==> src/hdl/utf8d_pkg.sv <==
// Shared types, status codes and a helper function for the extended UTF-8 decoder.
// No dependencies.
package utf8d_pkg;

    localparam int unsigned ByteW  = 8;
    localparam int unsigned ValueW = 31;
    localparam int unsigned LenW   = 3;
    localparam int unsigned CountW = 4;

    localparam logic [LenW-1:0] MaxSeqLen = LenW'(6);

    typedef logic [1:0] status_t;
    localparam status_t STATUS_OK        = 2'd0;
    localparam status_t STATUS_INVALID   = 2'd1;
    localparam status_t STATUS_TRUNCATED = 2'd2;

    // One input item: a raw stream byte and the end-of-stream mark.
    typedef struct packed {
        logic [ByteW-1:0] data_byte;
        logic             last_byte;
    } utf8d_in_t;

    // One result item.
    typedef struct packed {
        logic [ValueW-1:0] code_point;
        logic [LenW-1:0]   seq_length;
        status_t           status;
    } utf8d_out_t;

    // Decoder state carried from byte to byte.
    typedef struct packed {
        logic [LenW-1:0]   bytes_remaining;
        logic [ValueW-1:0] value_accumulator;
        logic [LenW-1:0]   announced_length;
    } utf8d_state_t;

    // Count leading one bits of a byte (0..8).
    function automatic logic [CountW-1:0] lead_ones(input logic [ByteW-1:0] b);
        logic [CountW-1:0] n;
        priority casez (b)
            8'b0???????: n = CountW'(0);
            8'b10??????: n = CountW'(1);
            8'b110?????: n = CountW'(2);
            8'b1110????: n = CountW'(3);
            8'b11110???: n = CountW'(4);
            8'b111110??: n = CountW'(5);
            8'b1111110?: n = CountW'(6);
            8'b11111110: n = CountW'(7);
            default:     n = CountW'(8);
        endcase
        return n;
    endfunction

endpackage

==> src/hdl/utf8d_step.sv <==
// One decode step: next decoder state and optional result for one byte.
// Depends on utf8d_pkg.
module utf8d_step (
    input  utf8d_pkg::utf8d_state_t state,
    input  utf8d_pkg::utf8d_in_t    item,
    output utf8d_pkg::utf8d_state_t state_next,
    output logic                    emit,
    output utf8d_pkg::utf8d_out_t   result
);
    import utf8d_pkg::*;

    logic [CountW-1:0] n;
    logic [ByteW-1:0]  head_bits;
    logic [ValueW-1:0] acc_cont;
    logic [LenW-1:0]   rem_cont;
    logic [LenW-1:0]   n_len;

    assign n         = lead_ones(item.data_byte);
    assign n_len     = n[LenW-1:0];
    assign head_bits = item.data_byte & (8'hFF >> n);
    assign acc_cont  = {state.value_accumulator[ValueW-7:0], item.data_byte[5:0]};
    assign rem_cont  = state.bytes_remaining - LenW'(1);

    always_comb
    begin
        state_next        = state;
        emit              = 1'b0;
        result.code_point = {{(ValueW-ByteW){1'b0}}, item.data_byte};
        result.seq_length = LenW'(1);
        result.status     = STATUS_OK;

        if (state.bytes_remaining == '0)
        begin
            if (n == '0)
            begin
                emit = 1'b1;
            end
            else if (n == CountW'(1) || n > CountW'(MaxSeqLen))
            begin
                emit          = 1'b1;
                result.status = STATUS_INVALID;
            end
            else
            begin
                // Open a sequence; flush at once if the stream ends here.
                if (item.last_byte)
                begin
                    emit              = 1'b1;
                    result.code_point = {{(ValueW-ByteW){1'b0}}, head_bits};
                    result.seq_length = n_len;
                    result.status     = STATUS_TRUNCATED;
                end
                else
                begin
                    state_next.value_accumulator = {{(ValueW-ByteW){1'b0}}, head_bits};
                    state_next.announced_length  = n_len;
                    state_next.bytes_remaining   = n_len - LenW'(1);
                end
            end
        end
        else
        begin
            // Continuation: take low six bits, no check of the top bits.
            result.code_point = acc_cont;
            result.seq_length = state.announced_length;
            if (rem_cont == '0 || item.last_byte)
            begin
                emit          = 1'b1;
                result.status = (rem_cont == '0) ? STATUS_OK : STATUS_TRUNCATED;
                state_next    = '0;
            end
            else
            begin
                state_next.value_accumulator = acc_cont;
                state_next.bytes_remaining   = rem_cont;
            end
        end
    end

endmodule

==> src/hdl/utf8_extended_decoder.sv <==
// Extended UTF-8 decoder (1 to 6 byte sequences, 31-bit code points).
// A result is formed from the byte in the input register by the
// combinational decode step and held in the result register. Throughput:
// one byte per cycle while the result slot is free or being drained.
// Reset: rst_n clears the open sequence, the input and output valid flags.
// Depends on utf8d_pkg and utf8d_step.
module utf8_extended_decoder (
    input  logic                  clk,
    input  logic                  rst_n,
    input  logic                  in_valid,
    output logic                  in_ready,
    input  utf8d_pkg::utf8d_in_t  in_item,
    output logic                  out_valid,
    input  logic                  out_ready,
    output utf8d_pkg::utf8d_out_t out_item
);
    import utf8d_pkg::*;

    // Input register: holds one accepted byte until the decode step takes it.
    logic       in_valid_reg;
    logic       in_valid_next;
    utf8d_in_t  in_item_reg;

    // Decoder state: open sequence, accumulated bits, announced length.
    utf8d_state_t state_reg;
    utf8d_state_t state_next;
    utf8d_state_t step_state;

    // Result register.
    logic       out_valid_reg;
    logic       out_valid_next;
    utf8d_out_t out_item_reg;

    logic       step_emit;
    utf8d_out_t step_result;
    logic       advance;

    utf8d_step u_step (
        .state      (state_reg),
        .item       (in_item_reg),
        .state_next (step_state),
        .emit       (step_emit),
        .result     (step_result)
    );

    // Advance the held byte whenever the result slot is free or being drained.
    // A byte that yields no result still waits for the slot.
    assign advance  = in_valid_reg && (!out_valid_reg || out_ready);
    assign in_ready = !in_valid_reg || advance;

    always_comb
    begin
        in_valid_next = in_ready ? in_valid : in_valid_reg;
        state_next    = advance ? step_state : state_reg;
        if (advance)
        begin
            out_valid_next = step_emit;
        end
        else
        begin
            out_valid_next = out_valid_reg && !out_ready;
        end
    end

    always_ff @(posedge clk or negedge rst_n)
    begin
        if (!rst_n)
        begin
            in_valid_reg  <= 1'b0;
            out_valid_reg <= 1'b0;
            state_reg     <= '0;
        end
        else
        begin
            in_valid_reg  <= in_valid_next;
            out_valid_reg <= out_valid_next;
            state_reg     <= state_next;
        end
    end

    // Payload registers: load on accept, hold otherwise.
    always_ff @(posedge clk)
    begin
        if (in_valid && in_ready)
        begin
            in_item_reg <= in_item;
        end
        if (advance && step_emit)
        begin
            out_item_reg <= step_result;
        end
    end

    assign out_valid = out_valid_reg;
    assign out_item  = out_item_reg;

endmodule

==> config.mk <==
export PLATFORM = sky130hd
export DESIGN_NAME = utf8_extended_decoder
export DESIGN_NICKNAME = d
export VERILOG_FILES = /design/src/hdl/utf8d_pkg.sv /design/src/hdl/utf8d_step.sv /design/src/hdl/utf8_extended_decoder.sv
export SDC_FILE = /design/constraint.sdc
export NUM_CORES = 1
export LEC_CHECK = 0
export BUFFER_PORTS_ARGS = -buffer_cell sky130_fd_sc_hd__buf_2
export CORE_ASPECT_RATIO = 1.2
export CORE_MARGIN = 2
export CORE_UTILIZATION = 55
export DETAILED_ROUTE_END_ITERATION = 7
export GPL_TIMING_DRIVEN = 0
export PLACE_DENSITY_LB_ADDON = 0.2
export SYNTH_ARGS = -nofsm -noshare
export SYNTH_HDL_FRONTEND = slang
export SYNTH_SLANG_ARGS = --single-unit
==> constraint.sdc <==
create_clock -name clk -period 3.7 [get_ports clk]
set_input_delay 0.185 -clock clk [delete_from_list [all_inputs] [get_ports clk]]
set_output_delay 0.185 -clock clk [all_outputs]
set_load 0.02 [all_outputs]
==> qor.yml <==
dieWidth_um: 76.61
cts_tree: "built"
pwr_density_cell_nw_per_um2: 736.7
clk_path_buf_depth: 2
tightest_slew_ns: 0.8549
ys_seq_elements: 78
cts_sinks: 78
cp_num_buf_inv: 1
viasPerCell: 5.371
period_share: 0.8249
r2r-start: "in_item_reg[5]$_DFFE_PP_"
seq_area_um2: 2177
path_cells: "or2b_1 > a21oi_1 > a41o_2 > inv_1 > ha_1 > a311o_1 > nand2_2 > o311a_2"
place_congestion: 0.8312
dr.pass1.iters: 4
cp_slowest_cell: "o311a_2"
setup_tns_ns: 0
grt_pass1_wl_mm: 11.18
synthDominantCellAreaShare: 0.3883
synth_nets: 319
leakage_nw: 1.756
hold_depth: 2
async_flop_share: 0.4231
max_freq_mhz: 327.6
grt_max_degree: 38
initial_core_util: 0.5714
ioPinCount: 51
cts_max_level: 3
multiInputGateArea_um2: 1164
setup.worst_path.start_class: "register"
root_buffer: "clkbuf_8"
rsz0062_at_grt: "false"
cts.clk_slew.worst_paths_ns: 0.08
numCtsBuffers: 9
yosys-top-cells-count: "nand2_1 (53), edfxtp_1 (45), o21ai_0 (34)"
hpwlAfterDp_mm: 4.688
crit_path_end: "out_item[13]$_SDFFCE_PN0P_"
area_growth_pct: 19.13
synthCells: 298
clock_insertion_delay_worst_skew_ns: 0.36
setup_violations: 0
drt_iter0_markers: 142
vdd_drop_max_v: 0.0004413
maxSlewHeadroom: 0.4301
syn_area_per_cell_um2: 11.68
io_buffers: 50
crit_path_max_fanout: 37
fillCellCount: 476
cp_num_cells: 8
drive_above_1_share: 0.2273
finalCoreUtilization: 0.6807
crit_arrival_ns: 3.04
syn-cell-area_um2: 3480
ant_nets: 0
fin_crit_ns: 3.052
synth-seq-area-share: 0.6257
end_kind: "register"
r2r_cells: 8
reg2reg_slack_ns: 0.65
clock_skew_ns: 0.01023
globalRouteOverflowTotal: 0
yosys-top-cells-area: "edfxtp_1 (39%), dfrtp_1 (24%), nand2_1 (5.7%)"
ys_warn_count: 0
cap_violations: 0
post-synth-top-area-cell: "edfxtp_1"
cp.required_ns: 3.69
grt_pass1_vias: 2379
die_y_um: 91.13
synth_edf_count: 45
num_rows: 31
reg2reg_to: "out_item[13]$_SDFFCE_PN0P_"
wire_per_inst_um: 14.88
worstSetupPathType: "reg -> reg"
report.final.slew_viol_count: 0
route.detailed.drc: 0
largest_reg_flops: 36
crit_family: "compound AO/OA/AOI/OAI gates"
cpPeakStageDelay_ns: 0.73
core_um2: 6090
post_cts_buffers: 0
netlist-cell-type-count: 48
n_antenna_cell: 0
synthFlopType: "edfxtp_1"
dieArea_um2: 6981
final_nets: 390
yosys.cell_count.top_type: "nand2_1"
hold_viol_final: 0
grt_antenna_before_repair: 0
startpoint: "in_item_reg[5]$_DFFE_PP_"
drt-total-wl_mm: 6.786
min-delay-path-class: "in -> reg"
vias: 2449
status: "finished clean"
grt.total_usage: 0.2079
-- worst min-delay path by stage --
stage / from / end
after floorplan: rst_n / in_valid_reg$_DFFE_PN0N_
after global placement: rst_n / out_valid$_DFF_PN0_
after detailed placement: rst_n / out_valid$_DFF_PN0_
after CTS: in_valid / in_valid_reg$_DFFE_PN0N_
after global routing: in_valid / in_valid_reg$_DFFE_PN0N_
final: in_valid / in_valid_reg$_DFFE_PN0N_
-- per-layer routing --
| layer | global-route usage | share of wire | routed length [um] |
|---|---|---|---|
| met5 | 0 | 0 | 0 |
| met4 | 0.09394 | 0.025 | 172 |
| met3 | 0.05666 | 0.045 | 304 |
| met2 | 0.3606 | 0.51 | 3467 |
| met1 | 0.2397 | 0.42 | 2840 |
-- stage by stage --
step	area (um^2)	std cells	total power, mW	worst slack [ns]	hold slack (ns)
after CTS	4145	456	3.072	0.6329	0.01444
after global routing	4145	456	3.226	0.4506	0.03689
after floorplan	3480	298	2.057	1.079	-0.1106
after detailed placement	3832	430	2.373	0.6634	0.2931
after global placement	3832	430	2.345	0.7057	0.2811
final	4145	456	3.054	0.6479	0.02444
-- power breakdown --
group | switching (mW) | internal [mW]
clock network | 0.318 | 0.379
registers | 0.111 | 1.21
logic | 0.683 | 0.353
total | 1.11 | 1.94
-- layout by cell type, fill, tap and decap left out, types with 8 or more instances in the layout --
cell,synthesis,layout
and2_1,25,25
nand2_1,53,53
buf_2,1,51
clkbuf_8,1,10
dlygate4sd3_1,0,10
a21oi_1,8,8
edfxtp_1,45,45
nand3_1,13,13
ha_1,8,8
dfrtp_1,33,33
inv_1,10,10
o21ai_0,34,34
-- layout make-up --
cell class	count	share of cell area
plain buffers	14	0.02445
clock inverters	6	0.02053
multi-input cells	196	0.2807
flip-flops and latches	78	0.5252
well taps	82	0.02475
repair buffers	60	0.08452
clock buffers	10	0.03079
inverters	10	0.009055
-- kinds of logic after synthesis --
group / Yosys count / synth area share
AO/OA/AOI/OAI: 67 / 0.1215
XOR/XNOR: 1 / 0.002518
adder cells (fa/ha/maj): 8 / 0.02877
buffers and inverters: 24 / 0.03991
flip-flops: 78 / 0.6257
AND/OR/NAND/NOR: 120 / 0.1816
-- repair_timing --
action                    4_1_cts  5_1_grt
gates resized for setup         0        0
hold buffers                   10        0
hold endpoints to repair       42        0
(Power assumes the default switching activity.)
